--- src/hdl/ecpg_pkg.sv ---
`default_nettype none
// ----------------------------------------------------------------------------
// ecpg_pkg
// shared types, constants and tables of the circle point generator
// ----------------------------------------------------------------------------
package ecpg_pkg;

    localparam int ANGLE_W       = 16;
    localparam int IDX_W         = 6;
    localparam int CNT_W         = 7;
    localparam int Q_W           = 16;
    localparam int MAX_POINTS    = 64;
    localparam int CORDIC_STAGES = 16;
    localparam int CW            = 33;   // cordic x, y and z word

    localparam logic [CNT_W-1:0]       RESET_COUNT = CNT_W'(8);
    localparam logic [CNT_W-1:0]       MAX_COUNT   = CNT_W'(MAX_POINTS);
    localparam logic signed [CW-1:0]   CORDIC_GAIN = 33'sd652032874;
    localparam logic signed [CW:0]     ROUND_HALF  = 34'sd32768;
    localparam logic signed [CW:0]     Q14_POS     = 34'sd16384;
    localparam logic signed [CW:0]     Q14_NEG     = -34'sd16384;

    typedef logic [ANGLE_W-1:0] angle_t;
    typedef logic signed [Q_W-1:0] q14_t;
    typedef logic signed [CW-1:0] cword_t;

    // sideband that travels with each point through the pipeline
    typedef struct packed {
        logic [IDX_W-1:0] idx;
        angle_t           angle;
        logic             last;
    } tag_t;

    // sequencer status seen by the top level
    typedef struct packed {
        logic             busy;
        logic             last;
        logic [IDX_W-1:0] idx;
    } seq_stat_t;

    // atan(2^-i) in 2^32 units per turn
    function automatic cword_t atan_turn(input int unsigned i);
        cword_t r;
        case (i)
            0:  r = 33'sd536870912;
            1:  r = 33'sd316933406;
            2:  r = 33'sd167458907;
            3:  r = 33'sd85004756;
            4:  r = 33'sd42667331;
            5:  r = 33'sd21354465;
            6:  r = 33'sd10679838;
            7:  r = 33'sd5340245;
            8:  r = 33'sd2670163;
            9:  r = 33'sd1335087;
            10: r = 33'sd667544;
            11: r = 33'sd333772;
            12: r = 33'sd166886;
            13: r = 33'sd83443;
            14: r = 33'sd41722;
            15: r = 33'sd20861;
            16: r = 33'sd10430;
            17: r = 33'sd5215;
            18: r = 33'sd2608;
            19: r = 33'sd1304;
            20: r = 33'sd652;
            21: r = 33'sd326;
            22: r = 33'sd163;
            23: r = 33'sd81;
            24: r = 33'sd41;
            25: r = 33'sd20;
            26: r = 33'sd10;
            27: r = 33'sd5;
            28: r = 33'sd3;
            29: r = 33'sd1;
            30: r = 33'sd1;
            default: r = '0;
        endcase
        return r;
    endfunction

    // zero counts as one point, anything above the maximum saturates
    function automatic logic [CNT_W-1:0] clamp_count(input logic [CNT_W-1:0] raw);
        logic [CNT_W-1:0] r;
        if (raw == '0)
            r = CNT_W'(1);
        else if (raw > MAX_COUNT)
            r = MAX_COUNT;
        else
            r = raw;
        return r;
    endfunction

    // full turn divided by the count, truncated; two points step a quarter turn
    function automatic angle_t step_of(input logic [CNT_W-1:0] n);
        angle_t r;
        unique case (n)
            7'd2:  r = 16'd16384;
            7'd3:  r = 16'd21845;
            7'd4:  r = 16'd16384;
            7'd5:  r = 16'd13107;
            7'd6:  r = 16'd10922;
            7'd7:  r = 16'd9362;
            7'd8:  r = 16'd8192;
            7'd9:  r = 16'd7281;
            7'd10: r = 16'd6553;
            7'd11: r = 16'd5957;
            7'd12: r = 16'd5461;
            7'd13: r = 16'd5041;
            7'd14: r = 16'd4681;
            7'd15: r = 16'd4369;
            7'd16: r = 16'd4096;
            7'd17: r = 16'd3855;
            7'd18: r = 16'd3640;
            7'd19: r = 16'd3449;
            7'd20: r = 16'd3276;
            7'd21: r = 16'd3120;
            7'd22: r = 16'd2978;
            7'd23: r = 16'd2849;
            7'd24: r = 16'd2730;
            7'd25: r = 16'd2621;
            7'd26: r = 16'd2520;
            7'd27: r = 16'd2427;
            7'd28: r = 16'd2340;
            7'd29: r = 16'd2259;
            7'd30: r = 16'd2184;
            7'd31: r = 16'd2114;
            7'd32: r = 16'd2048;
            7'd33: r = 16'd1985;
            7'd34: r = 16'd1927;
            7'd35: r = 16'd1872;
            7'd36: r = 16'd1820;
            7'd37: r = 16'd1771;
            7'd38: r = 16'd1724;
            7'd39: r = 16'd1680;
            7'd40: r = 16'd1638;
            7'd41: r = 16'd1598;
            7'd42: r = 16'd1560;
            7'd43: r = 16'd1524;
            7'd44: r = 16'd1489;
            7'd45: r = 16'd1456;
            7'd46: r = 16'd1424;
            7'd47: r = 16'd1394;
            7'd48: r = 16'd1365;
            7'd49: r = 16'd1337;
            7'd50: r = 16'd1310;
            7'd51: r = 16'd1285;
            7'd52: r = 16'd1260;
            7'd53: r = 16'd1236;
            7'd54: r = 16'd1213;
            7'd55: r = 16'd1191;
            7'd56: r = 16'd1170;
            7'd57: r = 16'd1149;
            7'd58: r = 16'd1129;
            7'd59: r = 16'd1110;
            7'd60: r = 16'd1092;
            7'd61: r = 16'd1074;
            7'd62: r = 16'd1057;
            7'd63: r = 16'd1040;
            7'd64: r = 16'd1024;
            default: r = '0;   // one point: a full turn wraps to zero
        endcase
        return r;
    endfunction

    // round to q1.14 and saturate
    function automatic q14_t to_q14(input cword_t v);
        logic signed [CW:0] s;
        logic signed [CW:0] r;
        q14_t               q;
        s = {v[CW-1], v} + ROUND_HALF;
        r = s >>> 16;
        if (r > Q14_POS)
            q = Q14_POS[Q_W-1:0];
        else if (r < Q14_NEG)
            q = Q14_NEG[Q_W-1:0];
        else
            q = r[Q_W-1:0];
        return q;
    endfunction

endpackage
`default_nettype wire

--- src/hdl/ecpg_sequencer.sv ---
`default_nettype none
// ----------------------------------------------------------------------------
// ecpg_sequencer
// point count register and per-run angle stepping, one point per cycle while adv is high
// ----------------------------------------------------------------------------
module ecpg_sequencer
    import ecpg_pkg::*;
(
    input  wire logic              clk,
    input  wire logic              rst_n,
    input  wire logic              cfg_valid,
    input  wire logic [CNT_W-1:0]  cfg_data,
    input  wire logic              in_valid,
    output logic                   in_ready,
    input  wire angle_t            in_angle,
    input  wire logic              adv,
    output logic                   issue_valid,
    output tag_t                   issue_tag,
    output seq_stat_t              stat,
    output logic [CNT_W-1:0]       count
);

    logic [CNT_W-1:0] cnt_reg;
    logic [CNT_W-1:0] cnt_next;
    angle_t           step_reg;
    angle_t           step_next;
    logic             busy_reg;
    logic [IDX_W-1:0] idx_reg;
    angle_t           ang_reg;
    logic             is_last;

    assign cnt_next  = clamp_count(cfg_data);
    assign step_next = step_of(cnt_next);
    assign is_last   = ({1'b0, idx_reg} == (cnt_reg - CNT_W'(1)));
    // a new run may load in the cycle the last point of the old one issues
    assign in_ready  = !busy_reg || (adv && is_last);

    always_ff @(posedge clk or negedge rst_n)
    begin
        if (!rst_n)
        begin
            cnt_reg  <= RESET_COUNT;
            step_reg <= step_of(RESET_COUNT);
            busy_reg <= 1'b0;
            idx_reg  <= '0;
            ang_reg  <= '0;
        end
        else
        begin
            if (cfg_valid)
            begin
                cnt_reg  <= cnt_next;
                step_reg <= step_next;
            end
            if (busy_reg && adv)
            begin
                if (is_last)
                    busy_reg <= 1'b0;
                else
                begin
                    idx_reg <= idx_reg + IDX_W'(1);
                    ang_reg <= ang_reg + step_reg;
                end
            end
            if (in_valid && in_ready)
            begin
                busy_reg <= 1'b1;
                idx_reg  <= '0;
                ang_reg  <= in_angle;
            end
        end
    end

    assign issue_valid    = busy_reg;
    assign issue_tag.idx  = idx_reg;
    assign issue_tag.angle = ang_reg;
    assign issue_tag.last = is_last;
    assign stat.busy      = busy_reg;
    assign stat.last      = is_last;
    assign stat.idx       = idx_reg;
    assign count          = cnt_reg;

endmodule
`default_nettype wire

--- config.mk ---
export PLATFORM = sky130hd
export DESIGN_NAME = ecpg_sequencer
export DESIGN_NICKNAME = d
export VERILOG_FILES = /design/src/hdl/ecpg_pkg.sv /design/src/hdl/ecpg_sequencer.sv
export SDC_FILE = /design/constraint.sdc
export NUM_CORES = 1
export LEC_CHECK = 0
export BUFFER_PORTS_ARGS = -buffer_cell sky130_fd_sc_hd__clkbuf_2
export CAP_MARGIN = 20
export CORE_ASPECT_RATIO = 2
export CORE_MARGIN = 2
export CORE_UTILIZATION = 40
export DETAILED_ROUTE_END_ITERATION = 10
export PLACE_DENSITY_LB_ADDON = 0.25
export SLEW_MARGIN = 20
export SYNTH_ARGS = -nofsm -noshare
export SYNTH_HDL_FRONTEND = slang
export SYNTH_SLANG_ARGS = --single-unit
export TNS_END_PERCENT = 1
--- constraint.sdc ---
create_clock -name clk -period 6.26 [get_ports clk]
set_clock_uncertainty 0.2 [all_clocks]
set_input_delay 0.313 -clock clk [delete_from_list [all_inputs] [get_ports clk]]
set_output_delay 0.313 -clock clk [all_outputs]
set_load 0.01 [all_outputs]
After elaboration in Yosys (flattened, before gate mapping). Memories as Yosys holds them, arrays and structs flattened. A register that Yosys moved wholly into a read port is not among the register bits. Index checks and enable logic that the tools add are counted.

$add $sub $neg: 3. Multipliers: 0. Divide/modulo/power cells: 0. Magnitude comparators: 1. Eq/ne operators: 2. Shift operators: 0. Multiplexer cells: 11. Bitwise logic cells: 0. Reductions and logical operators: 11.

Operators with widths (count): 16-bit 2-to-1 mux (3); 6-bit 2-to-1 mux (3); 16-bit adder (1); 7-bit 2-to-1 mux (2); 6-bit by 7-bit equality test with 1-bit output (1); 7-bit greater-than comparator, second input constant (1); 7-bit logical NOT (1); 7-bit by 1-bit subtractor with 7-bit output, second input constant (1); 6-bit by 1-bit adder with 6-bit output, second input constant (1); 2-bit AND reduction (2); 2-bit nonzero test (2); 1-bit logical AND (3); 1-bit 2-to-1 mux (3); 1-bit logical NOT (2); 2-bit by 1-bit != test with 1-bit output, second input constant (1); 1-bit logical OR (1).

Register bits: 46. Bits in latches: 0. Memory bits (writable): 0. ROM bits: 1920. Bits of input ports: 28. Output and inout bits: 40. Logic and storage cells: 34. Memories kept: 1.

Memory list: (no name shown) (words 128, width 15, read ports 1, clocked after Yosys merged registers in 1, write ports 0, RTL line ecpg_pkg.sv:96) `unique case (n)`.

Logic depth before layout (Yosys ltp). Gate-level depths: netlist of the first run.

Depth after elaboration: 7. Depth in mapped cells: 13. Gate-level depth less buffers: 11.

Least setup slack after synthesis of the first run. OpenSTA, ideal clock, no wires.

Path type: input to register. Start point: in cfg_data[3]. End point: reg step_reg[0]. Library setup time: 0.065 ns. Arrival: 2.525 ns. Data required time: 5.995 ns. Path slack: 3.470 ns. Cell stages on the path: 12. Cell sequence: clkbuf_1 -> nor2_1 -> a21oi_1 -> nor2_1 -> ha_1 -> clkbuf_1 -> and3b_1 -> a211oi_1 -> a311oi_1 -> a211oi_1 -> a2111oi_0 -> a21o_1.

Word-level cells in the longest chain between the ends: 3. Elaborated cells between the ends (all ways): 4. Classes of those cells: order compare: 1; mux: 2; reduce/logical: 1.

RTL lines: from (decl) (RTL line ecpg_sequencer.sv:12) `input wire logic [CNT_W-1:0] cfg_data,`; 7-bit greater-than comparator (RTL line ecpg_pkg.sv:86) `else if (raw > MAX_COUNT)`; 7-bit 2-to-1 mux (RTL line ecpg_pkg.sv:86); 7-bit 2-to-1 mux * (RTL line ecpg_pkg.sv:84) `if (raw == '0)`; named net cnt_next[0] (RTL line ecpg_sequencer.sv:24) `logic [CNT_W-1:0] cnt_next;`; to (decl) (RTL line ecpg_sequencer.sv:25) `angle_t step_reg;`.

The timed path passes the listed nets; every way through them passes the cells marked *. A chain may end at the register's enable or synchronous reset.

Final worst setup path of the first run.
Start point: in cfg_data[2]. End point: reg step_reg[1].

Same word-level chain as after synthesis.

==> results of run 1 <==
[area by class of cell]
type	instances	area [sq um]	area share
multi-input cells	397	2788	0.5932
flip-flops and latches	45	1129	0.2401
repair buffers	72	375.4	0.07987
well taps	137	171.4	0.03647
clock buffers	5	125.1	0.02662
inverters	25	93.84	0.01997
clock inverters	3	17.52	0.003727
[cell usage after synthesis (10+ instances only)]
| cell type | n |
|---|---|
| a211oi_1 | 16 |
| a21o_1 | 10 |
| a21oi_1 | 34 |
| a221o_1 | 11 |
| a31oi_1 | 10 |
| clkbuf_1 | 34 |
| dfrtp_1 | 43 |
| ha_1 | 25 |
| inv_1 | 23 |
| nand2_1 | 31 |
| nand2b_1 | 13 |
| nand3_1 | 13 |
| nor2_1 | 35 |
| nor3_1 | 16 |
| o21ai_0 | 30 |
[per-stage QoR]
stage / instance area, sq um / hold slack, ps
3_3_place_gp: 4547 / 233.8
4_1_cts: 4700 / 45.08
5_1_grt: 4700 / 55.76
3_5_place_dp: 4547 / 235.8
2_1_floorplan: 4232 / -182.6
6_report: 4700 / 52.00
[metal layers]
layer,vias up,routed length [um]
met5,-,0
met4,0,831
met3,46,600
met2,186,7924
met1,2033,4912
li1,1996,-
[power breakdown]
part           total [mW]  internal (mW)  switching (mW)
clock network       0.263          0.147           0.116
registers           0.474          0.370           0.104
logic               0.736          0.324           0.412
[logic make-up after synthesis]
group           Yosys count  synth area share
compound gates          191            0.3276
simple gates            153            0.1878
buf+inv                  72           0.07451
flops                    45            0.2667
fa+ha+maj                26           0.07865
xor+xnor                 15           0.03105
mux                      12           0.03371
[path summary, 6_finish.rpt]
check,startpoint,end,slack [ps],depth (start not counted)
max in group asynchronous,rst_n,count[2]$_DFFE_PN0P_,5000,3
min in group asynchronous,rst_n,ang_reg[5]$_DFFE_PN0P_,440,3
max reg2reg,count[0]$_DFFE_PN0P_,ang_reg[0]$_DFFE_PN0P_,3190,8
max,cfg_data[2],step_reg[1]$_DFFE_PN0P_,2740,10
min,in_angle[3],ang_reg[3]$_DFFE_PN0P_,50,2
min reg2reg,step_reg[13]$_DFFE_PN1P_,step_reg[13]$_DFFE_PN1P_,290,2
[timing repair]
item | 4_1_cts | 5_1_grt
hold buffers | 1 | 0
resized for setup | 0 | 0
endpoints found under the hold margin | 43 | 0
endpoints found under the setup margin | 0 | 0
==> metrics.csv, run 1 <==
stage,metric,value,unit
job,maxCapViolCount,0,
clock_network,clk_pin_slew_worst_paths,70,ps
critical_path,crit_fanout,33,
power,peakVddDrop,0.0001446,V
die,core.rowCount,53,
yosys,synth_nets,568,
placement,pre_cts_slack,2641,ps
timing,rsz0062_at_grt,false,
yosys,yosys_warnings,0,
timing,relSlewSlack,0.4530,
critical_path,crit_required,6220,ps
grt,grt-ovfl-total,0,
yosys,synthCells,514,
clock_network,clk_latency,290,ps
timing,fin_crit,3520,ps
layout,diodes,0,
critical_path,crit_arrival,3480,ps
layout,largest_reg_flops,16,
run_status,outcome,completed,
grt,grt_util_met3,0.02774,
yosys,ys_top_cells_by_area,"dfrtp_1 (25%), ha_1 (7.4%), a21oi_1 (4.0%), o21ai_0 (3.5%), nor2_1 (3.1%)",
detailed_routing,drtIter0Drc,256,
layout,final_util,0.4514,
die,io_pins,68,
placement,dp_cells,675,
grt,grt_first_pass_wirelength,22340,um
die,dieWidth,76.73,um
yosys,ys_async_sr_fraction,1.000,
placement,numPortBuffers,67,
clock_network,cts_buffer_depth,2,
timing,setup_viol,0,
layout,design.final.nets,600,
yosys,ys.flop_type,dfrtp_1,
grt,antenna_found_initial,0,
clock_network,tritoncts,done,
yosys,yosysTopAreaCellShare,0.2543,
grt,met2_usage,0.4825,
timing,slew_viol_final,0,
critical_path,path_buf_inv,2,
power,p_leak,2.071,nW
die,die_h,149.5,um
layout,drive_gt1_frac,0.1828,
critical_path,slowest_stage,o311ai_0,
detailed_routing,drc,0,
layout,final_common_cell,clkbuf_2,
die,dieArea,0.01147,sq mm
critical_path,endpoint_kind,flop,
placement,gp_congestion,0.9843,
timing,hold_viol,0,
yosys,synth_edf_count,0,
clock_network,cts-root-buf,clkbuf_16,
detailed_routing,num_vias,4261,
critical_path,crit_path_frequent_cell,nor2_1,
detailed_routing,ant_nets,0,
die,core_area,0.01041,sq mm
critical_path,crit_family,compound AO/OA/AOI/OAI gates,
hold_path,worstHoldPathType,in -> reg,
yosys,syn_avg_cell_area,8.233,sq um
grt,grtUsageMet1,0.2404,
critical_path,path_class,in -> reg,
power,power,1.472,mW
yosys,synthDistinctLibCells,75,
detailed_routing,dr.pass1.iters,5,
timing,setup-tns-final,0,ps
clock_network,cts_setup_buffers,0,
grt,gr-usage-all-layers,0.2478,
clock_network,htreeDepth,2,
placement,place_hpwl,10950,um
clock_network,cts.sinks,45,
critical_path,critPathLaunchType,input pin,
critical_path,path_cells,clkbuf_2 -> nor2_1 -> a21oi_1 -> nor2_1 -> inv_1 -> ha_1 -> and2_1 -> o311ai_0 -> a32o_1 -> o21ai_0,
detailed_routing,wire_per_inst,20.86,um
layout,fill_cells,1089,
layout,mostFrequentLayoutCells,"clkbuf_2 (67), dfrtp_1 (43), nor2_1 (35)",
timing,max_freq,0.2841,GHz
grt,grt_max_degree,46,
yosys,yosysTopAreaCell,dfrtp_1,
yosys,synth_seq_cells,45,
grt,top_usage_layer,met2,
layout,final_cells,684,
layout,area_growth_syn_to_layout,11.06,%
detailed_routing,routed_wl,14270,um
timing,finalCritPeriodShare,0.5623,
timing,layout_setup_ws,2740,ps
die,initial_core_util,0.4064,
clock_network,numCtsBuffers,5,
yosys,ys_seq_area_frac,0.2667,
detailed_routing,vias_per_cell,6.230,
timing,worst_pin_slew,820.5,ps
power,power.density,313.3,mW/mm^2
critical_path,cp_slowest_stage_delay,720,ps
yosys,netlist_area,0.004232,sq mm
grt,grt_pass1_vias,4223,
Note: power is estimated with default switching activity, not from simulation.
==> run 2, diff against run 1 <==
--- a/config.mk
+++ b/config.mk
@@ -5,6 +5,7 @@
 export SDC_FILE = /design/constraint.sdc
 export NUM_CORES = 1
 export LEC_CHECK = 0
+export ABC_AREA = 1
 export BUFFER_PORTS_ARGS = -buffer_cell sky130_fd_sc_hd__clkbuf_2
 export CAP_MARGIN = 20
 export CORE_ASPECT_RATIO = 2
==> constraint.sdc (replaced) <==
create_clock -name clk -period 3.45 [get_ports clk]
set_clock_uncertainty 0.2 [all_clocks]
set_input_delay 0.1725 -clock clk [delete_from_list [all_inputs] [get_ports clk]]
set_output_delay 0.1725 -clock clk [all_outputs]
set_load 0.01 [all_outputs]
==> run 2 against run 1 <==
Effect of this change:
- sequential share of layout area fell by 0.91 points
- worst setup slack got worse by 1900 ps
- critical endpoint is now ang_reg[14]$_DFFE_PN0P_
- synthesized area decreased by 2.0%
- via count up 5.4%
- total power grew 81%
- sequential power up 74%
- non-clock buffer count rose by 22
- sequential cell count unchanged
- final cell count increased by 20%
- wire length rose by 1.2%
- worst hold slack got worse by 47 ps
- combinational power grew 74%
==> metrics.csv, run 2 <==
stage,metric,value,unit,change
die,core_area,0.01008,sq mm,-3.1%
clock_network,post_cts_resized,0,,unchanged
layout,drive_gt1_frac,0.1764,,-0.006431
clock_network,clk_latency,300,ps,about the same
detailed_routing,wire_per_inst,17.59,um,-16%
yosys,netlist_area,0.004146,sq mm,-2.0%
critical_path,r2r_cells,11,,+3
yosys,synth_nets,666,,+17%
timing,relSlewSlack,0.5366,,+0.08362
yosys,ys_seq_area_frac,0.2722,,+0.005473
yosys,yosys_warnings,0,,unchanged
placement,gp_congestion,1.007,,+2.3%
yosys,synth_edf_count,0,,unchanged
timing,rsz0062_at_grt,false,,
detailed_routing,drtIter0Drc,242,,-5.5%
timing,finalCritPeriodShare,0.7518,,
grt,grt_first_pass_wirelength,22980,um,+2.9%
layout,largest_reg_flops,16,,unchanged
timing,slew_viol_final,0,,unchanged
die,initial_core_util,0.4112,,+0.004725
clock_network,cts.sinks,45,,unchanged
power,power.density,546.9,mW/mm^2,+75%
clock_network,cts-root-buf,clkbuf_16,,
critical_path,r2r_start,ang_reg[0]$_DFFE_PN0P_,,
yosys,ys.flop_type,dfrtp_1,,
clock_network,numCtsBuffers,5,,unchanged
yosys,synthCells,612,,+19%
critical_path,crit_fanout,4,,-88%
grt,grt-ovfl-total,0,,unchanged
hold_path,min-delay-start,in_valid,,
die,die_h,148.0,um,-0.98%
yosys,synthDistinctLibCells,48,,-36%
power,p_leak,2.626,nW,+27%
die,core.rowCount,52,,-1.9%
layout,fill_cells,1057,,-2.9%
die,io_pins,68,,unchanged
layout,area_growth_syn_to_layout,17.80,%,
die,dieArea,0.01125,sq mm,-1.9%
layout,design.final.nets,739,,+23%
yosys,ys_top_cells_by_area,"dfrtp_1 (26%), nand2_1 (15%), nand3_1 (7.7%), ha_1 (7.5%), inv_1 (5.5%)",,
critical_path,endpoint_kind,flop,,
detailed_routing,routed_wl,14440,um,+1.2%
critical_path,r2r-end,ang_reg[14]$_DFFE_PN0P_,,
grt,grt_max_degree,32,,-30%
critical_path,critPathLaunchType,flop,,
job,maxCapViolCount,0,,unchanged
detailed_routing,vias_per_cell,5.468,,-12%
run_status,outcome,completed,,
grt,antenna_found_initial,0,,unchanged
yosys,yosys-top-cells-count,"nand2_1 (165), nand3_1 (64), inv_1 (61)",,
hold_path,worstHoldPathType,in -> reg,,
clock_network,htreeDepth,2,,unchanged
clock_network,clk_pin_slew_worst_paths,60,ps,about the same
grt,grt_pass1_vias,4514,,+6.9%
placement,numPortBuffers,67,,unchanged
detailed_routing,drc,0,,unchanged
timing,fin_crit,2594,ps,
yosys,yosysTopAreaCell,dfrtp_1,,
clock_network,cts_buffer_depth,2,,unchanged
critical_path,path_class,reg -> reg,,
layout,diodes,0,,unchanged
yosys,syn_avg_cell_area,6.775,sq um,-18%
timing,worst_pin_slew,694.3,ps,-126.2 ps
detailed_routing,num_vias,4489,,+5.4%
timing,setup_viol,0,,unchanged
grt,gr-usage-all-layers,0.2605,,+0.01280
yosys,synth_seq_cells,45,,unchanged
timing,setup-tns-final,0,ps,unchanged
detailed_routing,ant_nets,0,,unchanged
critical_path,rrSetupSlack,860,ps,-2330 ps
layout,final_common_cell,nand2_1,,
critical_path,crit_required,3420,ps,-2800 ps
yosys,yosysMostFrequentCell,nand2_1,,
layout,design_area,0.004885,sq mm,+3.9%
placement,place_area,0.004552,sq mm,+0.11%
timing,hold_viol,0,,unchanged
placement,place_hpwl,11410,um,+4.2%
yosys,ys_async_sr_fraction,1.000,,unchanged
critical_path,crit_arrival,2570,ps,-910 ps
detailed_routing,dr.pass1.iters,5,,unchanged
hold_path,hold_end,issue_valid$_DFFE_PN0P_,,
die,dieWidth,76.00,um,-0.96%
hold_path,hold_path_depth,3,,+1
critical_path,crit_start,ang_reg[0]$_DFFE_PN0P_,,
power,peakVddDrop,0.0002167,V,+50%
yosys,yosysTopAreaCellShare,0.2595,,+0.005218
timing,max_freq,0.3856,GHz,
layout,mostFrequentLayoutCells,"nand2_1 (165), clkbuf_2 (67), nand3_1 (64)",,
clock_network,tritoncts,done,,
## run 2: cell types whose count changed in the layout (fill, tap and decap cells not counted), sizes merged, moves of 8 or more
cell	before	now
a211oi	17	0
a21o	11	3
a221o	11	0
a31oi	11	2
and3	9	0
dlygate4sd3	1	16
inv	25	63
nand2	32	178
nand2b	13	0
nand3	13	77
nor2	36	51
nor2b	9	0
nor3	16	8
## run 2: final cells by class
type	instances	area, sq um	area share
timing repair buffer	94	578.1	0.1183
inverter	66	249.0	0.05097
sequential	45	1129	0.2310
multi-input combinational	473	2587	0.5297
tap	135	168.9	0.03458
clock inverter	1	30.03	0.006148
clock buffer	7	142.6	0.02920
## run 2: repair_timing
item | CTS | global route
endpoints found under the hold margin | 29 | 0
buffers inserted | 0 | 0
hold buffers | 16 | 0
endpoints found under the setup margin | 0 | 0
## run 2: worst max-delay path by stage
stage	end
after CTS	ang_reg[14]$_DFFE_PN0P_
after global placement	step_reg[11]$_DFFE_PN0P_
after global routing	ang_reg[14]$_DFFE_PN0P_
after floorplan	ang_reg[14]$_DFFE_PN0P_
final	ang_reg[14]$_DFFE_PN0P_
after detailed placement	step_reg[11]$_DFFE_PN0P_
## run 2: worst max-delay path, stage by stage (launching register included)
cell and delay (ps):
dfrtp_1 380, ha_1 180, inv_1 50, fa_1 410, o21ai_0 520, nand3_1 170, nand2_1 150, nand3_1 110
nand2_1 80, nand2_1 50, nand4_1 100, nand3_1 70
## run 2: metrics by stage
stage	power [mW]	utilization	std cells	hold WS (ps)	worst slack [ps]
6_report	2.672	0.4844	821	4.721	856.4
3_3_place_gp	2.075	0.4514	797	-73.71	828.3
2_1_floorplan	1.702	-	612	-323.1	1248
3_5_place_dp	2.096	0.4514	797	-65.71	803.4
5_1_grt	2.872	0.4844	821	23.83	675.1
4_1_cts	2.682	0.4844	821	7.736	853.3
## run 2: per-layer routing
metal  GRT usage  vias to the layer above  part of all wire
met2      0.5263                      200              0.56
met1      0.2449                     2062              0.34
li1            -                     2166                 -
met4      0.1564                        0             0.058
met5           0                        -                 0
met3     0.02686                       61             0.041
## run 2: report_power, final
part | total [mW] | internal (mW) | switching (mW)
combinational | 1.28 | 0.511 | 0.767
clock | 0.568 | 0.362 | 0.206
sequential | 0.826 | 0.665 | 0.161
## run 2: cells by family (layout without fill, tap and decap cells)
family                     Yosys count  in the layout  synth area share
and+or+nand+nor                    330            330            0.3648
AOI/OAI and AO/OA                   99             99            0.1409
buffers and inverters               94            168            0.1038
DFF                                 45             45            0.2722
adders and majority gates           26             26           0.08027
xor gates and xnor gates            18             18           0.03802
==> run 3, diff against run 2 <==
==> constraint.sdc (replaced) <==
create_clock -name clk -period 2.42 [get_ports clk]
set_clock_uncertainty 0.2 [all_clocks]
set_input_delay 0.121 -clock clk [delete_from_list [all_inputs] [get_ports clk]]
set_output_delay 0.121 -clock clk [all_outputs]
set_load 0.01 [all_outputs]
==> run 3 against run 2 <==
Effect of this change:
- total power increased by 46%
- via count increased by 3.3%
- die area unchanged
- clock power increased by 41%
- critical endpoint is now in_ready
==> metrics.csv, run 3 (same netlist as run 2, synthesis figures left out) <==
stage,metric,value,unit,change
run_status,outcome,completed,,
timing,finalCritPeriodShare,0.9410,,
critical_path,cp_slowest_stage_delay,410,ps,-110 ps
critical_path,rrSetupSlack,180,ps,-680 ps
layout,final_common_cell,nand2_1,,
clock_network,clk_latency,290,ps,about the same
timing,setup_viol,0,,unchanged
layout,drive_gt1_frac,0.2221,,+0.04568
hold_path,hold_path_depth,3,,unchanged
clock_network,cts_buffer_depth,2,,unchanged
critical_path,endpoint_kind,output port,,
layout,final_cells,860,,+4.8%
critical_path,r2r_start,count[0]$_DFFE_PN0P_,,
critical_path,critPathLaunchType,flop,,
detailed_routing,route.met2.wl,8427,um,+3.8%
layout,fill_cells,1020,,-3.5%
detailed_routing,drc,0,,unchanged
timing,holdWs,44.73,ps,+40.00 ps
critical_path,crit_required,2100,ps,-1320 ps
detailed_routing,met1_length,4897,um,about the same
critical_path,r2r-end,ang_reg[13]$_DFFE_PN0P_,,
layout,ff_latch_area,0.001129,sq mm,unchanged
hold_path,min-delay-start,cfg_valid,,
power,peakVddDrop,0.0002812,V,+30%
die,core_area,0.01008,sq mm,unchanged
layout,largest_reg_flops,16,,unchanged
die,dieArea,0.01125,sq mm,unchanged
timing,fin_crit,2277,ps,
grt,grt_max_degree,46,,+44%
grt,grt-ovfl-total,0,,unchanged
placement,place_hpwl,12290,um,+7.7%
clock_network,htreeDepth,2,,unchanged
layout,multiInputGateArea,0.002603,sq mm,+0.58%
critical_path,r2r_cells,12,,+1
critical_path,slowest_stage,dfrtp_1,,
power,power,3.902,mW,+46%
critical_path,path_class,reg -> out,,
placement,place_area,0.004830,sq mm,+6.1%
die,io_pins,68,,unchanged
timing,max_freq,0.4391,GHz,
die,die_h,148.0,um,unchanged
timing,slew_viol_final,0,,unchanged
timing,setup-tns-final,0,ps,unchanged
detailed_routing,num_vias,4636,,+3.3%
critical_path,crit_fanout,6,,+2
hold_path,hold_end,count[0]$_DFFE_PN0P_,,
detailed_routing,vias_per_cell,5.391,,-1.4%
hold_path,worstHoldPathType,in -> reg,,
layout,mostFrequentLayoutCells,"nand2_1 (165), clkbuf_2 (67), nand3_1 (64)",,
grt,grt_pass1_vias,4781,,+5.9%
placement,numPortBuffers,67,,unchanged
detailed_routing,drtIter0Drc,227,,-6.2%
critical_path,crit_arrival,1960,ps,-610 ps
placement,dp_cells,834,,+4.6%
timing,worst_pin_slew,617.8,ps,-76.52 ps
timing,rsz0062_at_grt,false,,
layout,design_area,0.005197,sq mm,+6.4%
die,dieWidth,76.00,um,unchanged
detailed_routing,dr.pass1.iters,5,,unchanged
die,initial_core_util,0.4112,,unchanged
detailed_routing,ant_nets,0,,unchanged
critical_path,path_cells,inv_2 -> ha_4 -> xnor2_1 -> nor2_1 -> nand2_1 -> nor2_1 -> nand3_2 -> nand2_4 -> nand2_1 -> inv_1 -> clkbuf_2,,
grt,antenna_found_initial,0,,unchanged
layout,final_util,0.5154,,+0.03102
detailed_routing,highest-signal-layer,met4,,
placement,pre_cts_slack,11.32,ps,-792.1 ps
clock_network,tritoncts,done,,
detailed_routing,routed_wl,15120,um,+4.7%
grt,gr-usage-all-layers,0.2756,,+0.01502
power,p_leak,2.813,nW,+7.1%
detailed_routing,wire_per_inst,17.58,um,about the same
clock_network,cts.sinks,45,,unchanged
placement,gp_congestion,1.034,,+2.7%
clock_network,clk_pin_slew_worst_paths,60,ps,about the same
power,power.density,750.8,mW/mm^2,+37%
timing,layout_setup_ws,142.7,ps,-713.7 ps
clock_network,numCtsBuffers,5,,unchanged
layout,design.final.nets,778,,+5.3%
detailed_routing,wl_met3,500,um,-15%
layout,area_growth_syn_to_layout,25.35,%,
timing,relSlewSlack,0.5838,,+0.04717
timing,hold_viol,0,,unchanged
clock_network,cts-root-buf,clkbuf_16,,
job,maxCapViolCount,0,,unchanged
grt,grt_first_pass_wirelength,24070,um,+4.7%
die,core.rowCount,52,,unchanged
layout,diodes,0,,unchanged
[run 3: cell types whose count changed in the layout (fill, tap and decap cells not counted), sizes merged]
cell	previous run	this run
dlygate4sd3	16	18
buf	11	48
[run 3: repair_timing]
action / CTS / global route
endpoints found under the hold margin: 60 / 0
hold buffers: 18 / 0
gates resized for setup: 1 / 4
buffers inserted: 0 / 0
endpoints found under the setup margin: 1 / 23
[run 3: layout make-up]
class	count	area share
multi-input combinational	473	0.5007
sequential	45	0.2171
timing repair buffer	133	0.1685
inverter	66	0.04791
tap	135	0.03250
clock buffer	7	0.02744
clock inverter	1	0.005778
[run 3: critical path: cells and delay by family (launching register included)]
| family | cells | cell delay [ps] |
|---|---|---|
| XOR/XNOR | 1 | 120 |
| buffers and inverters | 3 | 330 |
| flip-flops | 1 | 410 |
| AND/OR/NAND/NOR | 6 | 600 |
| adder cells (fa/ha/maj) | 1 | 220 |
[run 3: where the power goes]
part	leakage (nW)	internal (mW)	switching (mW)	total [mW]
sequential	0.567	0.948	0.232	1.18
clock	0.0841	0.516	0.287	0.803
combinational	2.16	0.788	1.13	1.92
[run 3: worst max path at each step]
stage	to	cells after the start	from
final	in_ready	11	count[0]$_DFFE_PN0P_
after global routing	in_ready	11	count[0]$_DFFE_PN0P_
after CTS	in_ready	11	count[0]$_DFFE_PN0P_
after detailed placement	step_reg[9]$_DFFE_PN0P_	12	cfg_data[4]
after global placement	step_reg[9]$_DFFE_PN0P_	12	cfg_data[4]
after floorplan	ang_reg[14]$_DFFE_PN0P_	11	ang_reg[0]$_DFFE_PN0P_
[run 3: metal layers]
layer  GRT usage  up-vias
met4      0.2318        0
met3     0.02442       76
li1            -     2252
met5           0        -
met2      0.5388      173
met1      0.2487     2135
